### src/rtl/swdc_pkg.sv
package swdc_pkg;

    localparam int VALUE_BITS     = 8;
    localparam int WS_W           = 7;
    localparam int DC_W           = 7;
    localparam int WINDOW_MAX_DEF = 64;
    localparam int OUT_DEPTH      = 4;

    localparam logic [WS_W-1:0] WS_RESET = 7'd4;

    typedef struct packed {
        logic [VALUE_BITS-1:0] value;
        logic                  last_item;
    } swdc_in_t;

    typedef struct packed {
        logic [DC_W-1:0] distinct_count;
        logic            last_window;
    } swdc_out_t;

endpackage

### src/rtl/swdc_ram.sv
module swdc_ram #(
    parameter int DEPTH = 2,
    parameter int WIDTH = 1,
    localparam int AW = $clog2(DEPTH)
) (
    input  logic             aclk,
    input  logic             we,
    input  logic [AW-1:0]    waddr,
    input  logic [WIDTH-1:0] wdata,
    input  logic [AW-1:0]    raddr,
    output logic [WIDTH-1:0] rdata
);

    logic [WIDTH-1:0] mem [DEPTH];

    // read returns the old contents when the write hits the same entry
    always_ff @(posedge aclk) begin
        if (we) begin
            mem[waddr] <= wdata;
        end
        rdata <= mem[raddr];
    end

endmodule

### src/rtl/swdc_out_fifo.sv
module swdc_out_fifo #(
    parameter int DEPTH = 4,
    localparam int PTR_W = $clog2(DEPTH),
    localparam int CNT_W = $clog2(DEPTH + 1)
) (
    input  logic                aclk,
    input  logic                aresetn,
    input  logic                push,
    input  swdc_pkg::swdc_out_t push_data,
    input  logic                pop,
    output logic                out_valid,
    output swdc_pkg::swdc_out_t out_data,
    output logic [CNT_W-1:0]    count
);
    import swdc_pkg::*;

    swdc_out_t        mem [DEPTH];
    logic [PTR_W-1:0] wr_ptr_reg, wr_ptr_next;
    logic [PTR_W-1:0] rd_ptr_reg, rd_ptr_next;
    logic [CNT_W-1:0] count_reg, count_next;
    logic             do_pop;

    assign do_pop    = pop && (count_reg != '0);
    assign out_valid = (count_reg != '0);
    assign out_data  = mem[rd_ptr_reg];
    assign count     = count_reg;

    always_comb begin
        wr_ptr_next = wr_ptr_reg;
        rd_ptr_next = rd_ptr_reg;
        if (push) begin
            wr_ptr_next = (wr_ptr_reg == PTR_W'(DEPTH - 1)) ? '0 : wr_ptr_reg + 1'b1;
        end
        if (do_pop) begin
            rd_ptr_next = (rd_ptr_reg == PTR_W'(DEPTH - 1)) ? '0 : rd_ptr_reg + 1'b1;
        end
        count_next = count_reg + CNT_W'(push) - CNT_W'(do_pop);
    end

    always_ff @(posedge aclk) begin
        if (!aresetn) begin
            wr_ptr_reg <= '0;
            rd_ptr_reg <= '0;
            count_reg  <= '0;
        end else begin
            wr_ptr_reg <= wr_ptr_next;
            rd_ptr_reg <= rd_ptr_next;
            count_reg  <= count_next;
        end
    end

    always_ff @(posedge aclk) begin
        if (push) begin
            mem[wr_ptr_reg] <= push_data;
        end
    end

endmodule

### src/rtl/sliding_window_distinct_count.sv
// Sliding-window distinct-value counter.
// s_ channel: one array element per request (value, last_item flag).
// m_ channel: one result per full window (distinct_count, last_window).
// cfg_wr_en/cfg_wr_data write window_size at once; a write also drops the
// array in progress. Write it only while no request is in flight.
// A new request is held off while the one before it is still in s1; the
// occurrence-count memory does two read-modify-writes per request (leaving
// value, entering value) through its single read and single write port.
// A result passes through stages s1, s2 and s3 and is then queued.
// Results queue in a 4-entry output buffer; when the receiver stalls,
// s_ready drops once the buffer cannot take the requests in flight.
// Reset: every one of the 2^VALUE_BITS (256) count memory entries is swept
// to zero with s_ready low. After a config write, the counts of the values
// still in the window are zeroed, one per cycle, with s_ready low; after a
// last_item request the same clear starts once that request has left
// stages s1, s2 and s3.
module sliding_window_distinct_count #(
    parameter int WINDOW_MAX = swdc_pkg::WINDOW_MAX_DEF
) (
    input  logic                      aclk,
    input  logic                      aresetn,
    input  logic                      s_valid,
    output logic                      s_ready,
    input  swdc_pkg::swdc_in_t        s_data,
    output logic                      m_valid,
    input  logic                      m_ready,
    output swdc_pkg::swdc_out_t       m_data,
    input  logic                      cfg_wr_en,
    input  logic [swdc_pkg::WS_W-1:0] cfg_wr_data
);
    import swdc_pkg::*;

    localparam int CNT_W  = $clog2(WINDOW_MAX + 1);
    localparam int PW     = $clog2(WINDOW_MAX);
    localparam int KW     = (CNT_W > WS_W) ? CNT_W : WS_W;
    localparam int PK     = CNT_W + 1;
    localparam int VDEPTH = 1 << VALUE_BITS;
    localparam int FC_W   = $clog2(OUT_DEPTH + 1);

    typedef struct packed {
        logic [VALUE_BITS-1:0] value;
        logic                  last;
        logic                  evict;
        logic                  emit;
    } stage_t;

    // control state
    logic [WS_W-1:0]       ws_reg, ws_next;
    logic [PW-1:0]         wp_reg, wp_next;
    logic [CNT_W-1:0]      items_seen_reg, items_seen_next;
    logic [CNT_W-1:0]      distinct_reg, distinct_next;
    logic                  pending_reg, pending_next;
    logic                  drain_active_reg, drain_active_next;
    logic                  drain_wr_reg;
    logic [CNT_W-1:0]      drain_left_reg, drain_left_next;
    logic [PW-1:0]         drain_pos_reg, drain_pos_next;
    logic                  sweep_reg, sweep_next;
    logic [VALUE_BITS-1:0] sweep_addr_reg, sweep_addr_next;
    logic                  s1_valid_reg, s2_valid_reg, s3_valid_reg;
    logic                  fwd_hit_reg;

    // payload registers
    stage_t                s1_reg, s2_reg, s3_reg;
    logic [VALUE_BITS-1:0] s2_old_reg;
    logic [CNT_W-1:0]      fwd_data_reg;

    logic [KW-1:0]         ws_ext, k_full;
    logic [CNT_W-1:0]      k;
    logic [PK-1:0]         wp_w, k_w, old_w;
    logic [PW-1:0]         old_pos, wp_dec, drain_pos_dec;
    logic                  is_evict, is_emit;
    logic                  acc, pipe_empty, drain_start, credit_ok;
    logic [FC_W:0]         in_flight;
    logic [FC_W-1:0]       fifo_count;

    logic [PW-1:0]         rec_raddr;
    logic [VALUE_BITS-1:0] recent_rd;

    logic                  cnt_we;
    logic [VALUE_BITS-1:0] cnt_wa, cnt_ra;
    logic [CNT_W-1:0]      cnt_wd, cnt_q, cnt_rd;
    logic                  dec, inc;

    logic                  push;
    swdc_out_t             push_data;

    // active window size: zero acts as one, clamped to the store depth
    assign ws_ext = KW'(ws_reg);
    always_comb begin
        if (ws_ext == '0) begin
            k_full = KW'(1);
        end else if (ws_ext > KW'(WINDOW_MAX)) begin
            k_full = KW'(WINDOW_MAX);
        end else begin
            k_full = ws_ext;
        end
    end
    assign k = CNT_W'(k_full);

    // position of the element that leaves the window
    assign wp_w    = PK'(wp_reg);
    assign k_w     = PK'(k);
    assign old_w   = (wp_w >= k_w) ? wp_w - k_w : wp_w + PK'(WINDOW_MAX) - k_w;
    assign old_pos = PW'(old_w);

    assign wp_dec        = (wp_reg == '0) ? PW'(WINDOW_MAX - 1) : wp_reg - 1'b1;
    assign drain_pos_dec = (drain_pos_reg == '0) ? PW'(WINDOW_MAX - 1) : drain_pos_reg - 1'b1;

    assign is_evict = (items_seen_reg >= k);
    assign is_emit  = ((PK'(items_seen_reg) + PK'(1)) >= k_w);

    assign pipe_empty = !s1_valid_reg && !s2_valid_reg && !s3_valid_reg;
    assign in_flight  = (FC_W + 1)'(fifo_count) + (FC_W + 1)'(s2_valid_reg)
                      + (FC_W + 1)'(s3_valid_reg);
    assign credit_ok  = (in_flight < (FC_W + 1)'(OUT_DEPTH));

    // a new request only when s1 is empty, leaving the count read port free
    assign s_ready = !s1_valid_reg && !sweep_reg && !pending_reg && !drain_active_reg
                   && !drain_wr_reg && credit_ok;
    assign acc     = s_valid && s_ready;

    assign drain_start = pending_reg && !sweep_reg && !drain_active_reg && !drain_wr_reg
                       && pipe_empty;

    // recent-value store
    assign rec_raddr = drain_active_reg ? drain_pos_reg : old_pos;

    swdc_ram #(
        .DEPTH (WINDOW_MAX),
        .WIDTH (VALUE_BITS)
    ) u_recent (
        .aclk  (aclk),
        .we    (acc),
        .waddr (wp_reg),
        .wdata (s_data.value),
        .raddr (rec_raddr),
        .rdata (recent_rd)
    );

    // occurrence-count memory with write-to-read forwarding
    assign cnt_ra = s2_valid_reg ? s2_reg.value : recent_rd;
    assign cnt_rd = fwd_hit_reg ? fwd_data_reg : cnt_q;

    always_comb begin
        cnt_we = 1'b0;
        cnt_wa = sweep_addr_reg;
        cnt_wd = '0;
        priority if (sweep_reg) begin
            cnt_we = 1'b1;
        end else if (drain_wr_reg) begin
            cnt_we = 1'b1;
            cnt_wa = recent_rd;
        end else if (s3_valid_reg) begin
            cnt_we = 1'b1;
            cnt_wa = s3_reg.value;
            cnt_wd = cnt_rd + 1'b1;
        end else if (s2_valid_reg && s2_reg.evict && (cnt_rd != '0)) begin
            cnt_we = 1'b1;
            cnt_wa = s2_old_reg;
            cnt_wd = cnt_rd - 1'b1;
        end
    end

    swdc_ram #(
        .DEPTH (VDEPTH),
        .WIDTH (CNT_W)
    ) u_counts (
        .aclk  (aclk),
        .we    (cnt_we),
        .waddr (cnt_wa),
        .wdata (cnt_wd),
        .raddr (cnt_ra),
        .rdata (cnt_q)
    );

    // leaving value dropped to zero, entering value was absent
    assign dec = s2_valid_reg && s2_reg.evict && (cnt_rd == CNT_W'(1)) && (distinct_reg != '0);
    assign inc = s3_valid_reg && (cnt_rd == '0);

    always_comb begin
        ws_next           = ws_reg;
        wp_next           = wp_reg;
        items_seen_next   = items_seen_reg;
        distinct_next     = distinct_reg - CNT_W'(dec) + CNT_W'(inc);
        pending_next      = pending_reg;
        drain_active_next = drain_active_reg;
        drain_left_next   = drain_left_reg;
        drain_pos_next    = drain_pos_reg;
        sweep_next        = sweep_reg;
        sweep_addr_next   = sweep_addr_reg;

        if (acc) begin
            wp_next = (wp_reg == PW'(WINDOW_MAX - 1)) ? '0 : wp_reg + 1'b1;
            if (!is_evict) begin
                items_seen_next = items_seen_reg + 1'b1;
            end
            if (s_data.last_item) begin
                pending_next = 1'b1;
            end
        end

        // walk back over the window and zero its counts
        if (drain_start) begin
            pending_next      = 1'b0;
            wp_next           = '0;
            items_seen_next   = '0;
            distinct_next     = '0;
            drain_left_next   = items_seen_reg;
            drain_pos_next    = wp_dec;
            drain_active_next = (items_seen_reg != '0);
        end

        if (drain_active_reg) begin
            drain_left_next = drain_left_reg - 1'b1;
            drain_pos_next  = drain_pos_dec;
            if (drain_left_reg == CNT_W'(1)) begin
                drain_active_next = 1'b0;
            end
        end

        if (sweep_reg) begin
            sweep_addr_next = sweep_addr_reg + 1'b1;
            if (sweep_addr_reg == '1) begin
                sweep_next = 1'b0;
            end
        end

        if (cfg_wr_en) begin
            ws_next      = cfg_wr_data;
            pending_next = 1'b1;
        end
    end

    always_ff @(posedge aclk) begin
        if (!aresetn) begin
            ws_reg           <= WS_RESET;
            wp_reg           <= '0;
            items_seen_reg   <= '0;
            distinct_reg     <= '0;
            pending_reg      <= 1'b0;
            drain_active_reg <= 1'b0;
            drain_wr_reg     <= 1'b0;
            drain_left_reg   <= '0;
            drain_pos_reg    <= '0;
            sweep_reg        <= 1'b1;
            sweep_addr_reg   <= '0;
            s1_valid_reg     <= 1'b0;
            s2_valid_reg     <= 1'b0;
            s3_valid_reg     <= 1'b0;
            fwd_hit_reg      <= 1'b0;
        end else begin
            ws_reg           <= ws_next;
            wp_reg           <= wp_next;
            items_seen_reg   <= items_seen_next;
            distinct_reg     <= distinct_next;
            pending_reg      <= pending_next;
            drain_active_reg <= drain_active_next;
            drain_wr_reg     <= drain_active_reg;
            drain_left_reg   <= drain_left_next;
            drain_pos_reg    <= drain_pos_next;
            sweep_reg        <= sweep_next;
            sweep_addr_reg   <= sweep_addr_next;
            s1_valid_reg     <= acc;
            s2_valid_reg     <= s1_valid_reg;
            s3_valid_reg     <= s2_valid_reg;
            fwd_hit_reg      <= cnt_we && (cnt_wa == cnt_ra);
        end
    end

    always_ff @(posedge aclk) begin
        if (acc) begin
            s1_reg.value <= s_data.value;
            s1_reg.last  <= s_data.last_item;
            s1_reg.evict <= is_evict;
            s1_reg.emit  <= is_emit;
        end
        s2_reg       <= s1_reg;
        s2_old_reg   <= recent_rd;
        s3_reg       <= s2_reg;
        fwd_data_reg <= cnt_wd;
    end

    // result queue
    assign push                     = s3_valid_reg && s3_reg.emit;
    assign push_data.distinct_count = DC_W'(distinct_reg + CNT_W'(inc));
    assign push_data.last_window    = s3_reg.last;

    swdc_out_fifo #(
        .DEPTH (OUT_DEPTH)
    ) u_out (
        .aclk      (aclk),
        .aresetn   (aresetn),
        .push      (push),
        .push_data (push_data),
        .pop       (m_ready),
        .out_valid (m_valid),
        .out_data  (m_data),
        .count     (fifo_count)
    );

    a_stage_spacing: assert property (@(posedge aclk) disable iff (!aresetn)
        !(s1_valid_reg && s2_valid_reg))
        else $error("requests closer than two cycles in the count pipeline");

    a_queue_room: assert property (@(posedge aclk) disable iff (!aresetn)
        push |-> (fifo_count < FC_W'(OUT_DEPTH)))
        else $error("result queue overflow");

    a_drain_quiet: assert property (@(posedge aclk) disable iff (!aresetn)
        (drain_wr_reg || drain_active_reg) |-> (pipe_empty && !acc))
        else $error("window clear overlaps a request in flight");

    a_count_nonzero: assert property (@(posedge aclk) disable iff (!aresetn)
        m_valid |-> (m_data.distinct_count != '0))
        else $error("full window reported with no distinct values");

endmodule

### config.mk
export PLATFORM = sky130hd
export DESIGN_NAME = sliding_window_distinct_count
export DESIGN_NICKNAME = d
export VERILOG_FILES = /design/src/rtl/swdc_pkg.sv /design/src/rtl/swdc_ram.sv /design/src/rtl/swdc_out_fifo.sv /design/src/rtl/sliding_window_distinct_count.sv
export SDC_FILE = /design/constraint.sdc
export NUM_CORES = 2
export LEC_CHECK = 0
export BUFFER_PORTS_ARGS = -buffer_cell sky130_fd_sc_hd__buf_2
export CORE_MARGIN = 2
export CORE_UTILIZATION = 55
export CTS_CLUSTER_DIAMETER = 100
export DETAILED_ROUTE_END_ITERATION = 10
export PLACE_DENSITY = 0.72
export SYNTH_ARGS = -nofsm -noshare
export SYNTH_HDL_FRONTEND = slang
export SYNTH_SLANG_ARGS = --single-unit
### constraint.sdc
create_clock -name aclk -period 12.6 [get_ports aclk]
set_input_delay 1.89 -clock aclk [delete_from_list [all_inputs] [get_ports aclk]]
set_output_delay 1.89 -clock aclk [all_outputs]
set_load 0.1 [all_outputs]
## After elaboration in Yosys (flattened, before gate mapping)

Memory sizes are Yosys's and may differ from the RTL's. A register that Yosys moved wholly into a read port is not among the register bits.
Index checks and enable logic that the tools add are counted.

| operators by class | value |
|---|---|
| $add $sub $neg | 21 |
| multipliers | 0 |
| divide/modulo/power cells | 0 |
| order comparisons | 5 |
| equality and inequality tests | 7 |
| shifts and indexed selects | 0 |
| mux-type cells | 44 |
| bitwise logic cells | 2 |
| reduce and logical (&&, ||, !) cells | 41 |

Operators by type and width:

| kind | number |
|---|---|
| 2-to-1 mux 7 bit | 9 |
| 2-to-1 mux 6 bit | 7 |
| 2-to-1 mux 8 bit | 5 |
| nonzero test 7 bit | 3 |
| logical AND 1 bit | 20 |
| 2-to-1 mux 1 bit | 19 |
| adder 7 x 1 -> 7 bit | 2 |
| adder 7 x 1 -> 7 bit, second input constant | 2 |
| equality test 7 x 1 -> 1 bit, second input constant | 2 |
| zero test 7 bit | 2 |
| subtractor 7 x 1 -> 7 bit, second input constant | 2 |
| adder 6 x 1 -> 6 bit, second input constant | 2 |
| zero test 6 bit | 2 |
| subtractor 6 x 1 -> 6 bit, second input constant | 2 |
| subtractor 6 bit | 2 |
| nonzero test 3 bit | 3 |
| adder 7 x 1 -> 8 bit, second input constant | 1 |
| adder 8 x 1 -> 8 bit, second input constant | 1 |
| equality test 8 bit | 1 |
| equality test 8 bit, second input constant | 1 |
| greater-or-equal comparator 8 x 7 -> 1 bit | 1 |
| 2-to-1 mux 2 bit | 4 |
| greater-or-equal comparator 6 x 7 -> 1 bit | 1 |
| greater-or-equal comparator 7 bit | 1 |
| 15 further kinds | 25 |

| word-level totals | value |
|---|---|
| register bits after elaboration | 110 |
| bits in latches | 0 |
| bits in writable memories | 2336 |
| bits in read-only memories | 0 |
| input bits | 21 |
| output and inout port bits | 10 |
| word-level logic and storage cells | 154 |
| memories kept | 3 |

Memory list:

| name | depth | width | rd ports | clocked after Yosys merged registers in | wr ports | RTL line | text |
|---|---|---|---|---|---|---|---|
| u_counts.mem | 256 | 7 | 1 | 1 | 1 | swdc_ram.sv:14 | `logic [WIDTH-1:0] mem [DEPTH];` |
| u_recent.mem | 64 | 8 | 1 | 1 | 1 | swdc_ram.sv:14 |  |
| u_out.mem | 4 | 8 | 1 | 1 | 1 | swdc_out_fifo.sv:17 | `swdc_out_t mem [DEPTH];` |

## Depth between registers and ports, before layout

| logic depth | value |
|---|---|
| depth after elaboration | 10 |
| gate-level depth with buffers | 18 |

## Hierarchy

From an unflattened synthesis, not the netlist that was laid out.

| unflattened totals | value |
|---|---|
| cell total of the unflattened synthesis | 5081 |
| area, all modules | 98040.3 um2 |

Modules (own cells, without submodules):

| module | times used | cells each | area an instance (um2) |
|---|---|---|---|
| swdc_ram (u_counts) | 1 | 3381 | 70197.3 |
| swdc_ram (u_recent) | 1 | 940 | 20166.8 |
| sliding_window_distinct_count | 1 | 674 | 6058.3 |
| swdc_out_fifo | 1 | 86 | 1617.8 |

## Worst setup path after synthesis

OpenSTA, ideal clock, no wires.

| timing path | value |
|---|---|
| kind | register to register |
| start point | register fwd_hit_reg |
| end point | memory u_counts.mem[0][6] (netlist name), data pin |
| arrival | 8.249 ns |
| slack | 2.768 ns |
| stages on the path, launching flop included | 9 |
| path buffers | 1 |
| period minus slack after synthesis | 9.832 ns |
| cells stage by stage | dfxtp_1 buf_4 mux2i_1 inv_1 ha_1 nand3b_1 xnor2_1 nand2_1 a21oi_1 |

| between the ends | value |
|---|---|
| longest elaborated chain between the ends | 7 |
| elaborated cells on any way between the ends | 9 |

Ends and longest elaborated chain:

| item | RTL line | text |
|---|---|---|
| start, declared | sliding_window_distinct_count.sv:60 | `logic fwd_hit_reg;` |
| start signal, assigned | sliding_window_distinct_count.sv:266 | `fwd_hit_reg <= cnt_we && (cnt_wa == cnt_ra);` |
| 2-to-1 mux 7 bit (*) | sliding_window_distinct_count.sv:142 | `assign cnt_rd = fwd_hit_reg ? fwd_data_reg : cnt_q;` |
| branches (longest 3 deep; another with subtractor 7 x 1 -> 7 bit) | - |  |
| 2-to-1 mux 7 bit (*) | sliding_window_distinct_count.sv:153 | `end else if (s3_valid_reg) begin` |
| 2-to-1 mux 7 bit (*) | sliding_window_distinct_count.sv:150 | `end else if (drain_wr_reg) begin` |
| 2-to-1 mux 7 bit (*) | sliding_window_distinct_count.sv:148 | `priority if (sweep_reg) begin` |
| net cnt_wd[6] | sliding_window_distinct_count.sv:81 | `logic [CNT_W-1:0] cnt_wd, cnt_q, cnt_rd;` |
| end, declared | swdc_ram.sv:14 |  |

Mark *: on every way through the listed nets, which the timed path passes.

## Final worst setup path

| timing path | value |
|---|---|
| start point | register s2_valid_reg |
| end point | register u_counts.rdata[4] (read register of u_counts.mem) |

| between the ends | value |
|---|---|
| longest elaborated chain between the ends | 1 |

Ends and longest elaborated chain:

| item | RTL line | text |
|---|---|---|
| start, declared | sliding_window_distinct_count.sv:59 | `logic s1_valid_reg, s2_valid_reg, s3_valid_reg;` |
| start signal, assigned | sliding_window_distinct_count.sv:264 | `s2_valid_reg <= s1_valid_reg;` |
| 2-to-1 mux 8 bit | sliding_window_distinct_count.sv:141 | `assign cnt_ra = s2_valid_reg ? s2_reg.value : recent_rd;` |
| end, declared | swdc_ram.sv:11 | `output logic [WIDTH-1:0] rdata` |

Every way passes these cells.
A chain may end at the register's enable or synchronous reset.

==> results.cfg <==
[sta]
fmax_mhz = 167
relSlewSlack_pct = 8.52
layout_min_cycle_time_ps = 6000
hold_slack_ps = 331
worst_clock_skew_ps = 81.2
fin_ws_ps = 6600
period_share_pct = 47.6
setup_viol = 0
rsz0062_at_grt = false
tightest_slew_ps = 1340
finalMaxSlewViolations = 0
setup-tns-final_ps = 0
hold_viol_final = 0

[clocking]
cts_buffer_depth = 3
clk-insertion-delay-late_ps = 880
h-tree-depth = 4
clock-sinks = 2463
cts_setup_buffers = 0
path_clk_slew_ps = 60
cts_made_buffers = 232
cts_resized = 0
root_buffer = clkbuf_16
hold_buffers = 0
cts_tree = yes

[yosys]
yosysTopAreaCellShare_pct = 70.6
yosysTopAreaCell = edfxtp_1
synth_seq_cells = 2463
synthArstFlopShare_pct = 0
synthesis.area_um2 = 99800
synth_edf_count = 2347
synth.yosys.seq_area_share_pct = 73.0
yosys_warnings = 0
syn_area_per_cell_um2 = 14.2
synth-main-ff-cell = edfxtp_1
synth_cell_types = 84
syn_nets = 7100
synthCells = 7019
yosys-top-cells-area = edfxtp_1, nand2_1, mux2i_1, dfxtp_1, nand3_1

[cells_and_area]
final_common_cell = edfxtp_1
top_register = u_counts.mem
reg_top3 = u_counts.mem: 1792 flops, u_recent.mem: 512 flops, u_out.mem: 32 flops
largest_register_ff_count = 1792
syn_to_final_growth_pct = 9.82
drive_gt1_share_pct = 8.50
nNetsFinal = 7030
final_cell_mix = edfxtp_1, nand2_1, mux2i_1

[grt]
first_global_vias = 57724
antenna_found_initial = 7
met1_usage_pct = 36.5
grt_max_degree = 219
grtUsageMet3_pct = 5.44
grt_pass1_wl_mm = 368
grt.total_usage_pct = 26.3
use_met2_pct = 41.4
grt.busiest_layer = met2
grt_overflow_total = 0

[critical_path]
cpMaxStageDelayCell = a2111oi_0
cp_max_fo = 71
path_cells = mux2_8, buf_4, buf_4, mux2i_1, o22ai_1, o21ai_0, a2111oi_0, a22oi_1, and3_1, nand3_1
cp_data_required_time_ps = 13380
critPathMaxStageDelay_ps = 1190
worstRegToRegCells = 10
arrival_ps = 6790
critPathLaunchType = flip-flop
crit_top_cell = buf_4
path_class = flip-flop to flip-flop
cp-end-kind = flip-flop

[route]
drt-wirelength-per-cell_um = 26.1
drc = 0
via_count = 59988
via_per_inst = 6.30
wl_mm = 248
drt-initial-drc-count = 8338
antenna_left = 0
dr.pass1.iters = 6

[hold_path]
hold_class = flip-flop to flip-flop
hold_path_depth = 0

[flow_run]
cap_violations = 0

[run_status]
status = completed

[floorplanning]
dieArea_um2 = 185000
die_h_um = 430
initial_core_util_pct = 55.3
dieWidth_um = 430
row_count = 156
coreArea_um2 = 181000
ios = 31

[place]
portBuffers = 30
place_hpwl_mm = 144
dp_slack_ps = 6890
place_congestion = 0.905

[pwr]
power_leakage_nw = 37.2
ir_worst_vdd_mv = 0.214
power_density_nw_per_um2 = 194
## power by group
| part | switching, mW | total (mW) | internal (mW) |
|---|---|---|---|
| combinational | 3.72 | 5.34 | 1.62 |
| sequential | 0.0860 | 9.00 | 8.91 |
| clock | 3.01 | 6.91 | 3.89 |
## worst paths after layout
kind	slack [ps]	end	startpoint
max	6600	u_counts.rdata[4]	s2_valid_reg
min	330	s2_reg[5]	s1_reg[5]
min reg2reg	330	s2_reg[5]	s1_reg[5]
max reg2reg	6600	u_counts.rdata[4]	s2_valid_reg
## final cells by class
cell class | instances | area (um2)
tap | 2370 | 2970
timing repair buffer | 134 | 1070
antenna | 9 | 22.5
clock inverter | 137 | 1430
multi-input combinational | 4066 | 25000
sequential | 2463 | 72800
fill | 13051 | 71000
inverter | 52 | 195
clock buffer | 298 | 6100
## cell families (layout without fill, tap and decap cells)
group                    after synthesis  in the layout  share of synthesized area [%]
AND/OR/NAND/NOR                     2473           2473                           10.5
flip-flops                          2463           2463                           73.0
AO/OA/AOI/OAI                        922            922                           6.34
multiplexers                         571            571                           6.78
buffers and inverters                490            621                           2.25
adder cells (fa/ha/maj)               60             60                          0.775
XOR/XNOR                              40             40                          0.351
other                                  0              9                              0
## per-stage QoR
stage                     utilization, %  power [mW]  instance area, um2  instances
after detailed placement            56.5        14.4              102000       9085
final                               60.7        21.2              110000       9529
after global routing                60.7        21.9              110000       9521
after global placement              56.5        14.3              102000       9085
after CTS                           60.7        21.2              110000       9520
after floorplan                        -        12.7               99800       7019
## routing by layer
layer	share of wire (%)	routed length, um	vias to the layer above
met3	9.8	24200	500
met5	0.016	39	-
met2	47	118000	3137
met4	3.6	9030	6
met1	39	97300	29944
li1	-	-	26401
## cell usage after synthesis (9+ instances only)
master	instances
a2111oi_0	55
a211oi_1	41
a21o_1	9
a21oi_1	299
a222oi_1	10
a311oi_1	44
a31oi_1	81
and2_1	19
and3_1	96
buf_1	60
buf_2	143
buf_4	35
buf_6	13
clkbuf_1	187
dfxtp_1	116
edfxtp_1	2347
ha_1	57
inv_1	52
mux2_2	9
mux2i_1	477
mux4_2	82
nand2_1	1369
nand3_1	438
nor2_1	417
nor3_1	24
nor4_1	39
nor4b_1	15
o211ai_1	13
o21ai_0	69
o21ai_1	9
o221ai_1	120
o22ai_1	71
o31ai_1	15
o32ai_1	14
or3_1	11
xnor2_1	28
xor2_1	12
## worst max-delay path, delay by kind of cell, from the launching register on
kind,cells,cell delay [ps]
AND/OR/NAND/NOR,2,340
AO/OA/AOI/OAI,4,1990
multiplexers,2,920
buffers and inverters,2,1640
flip-flops,1,880
No activity file was read; power rests on OpenSTA's default activity.
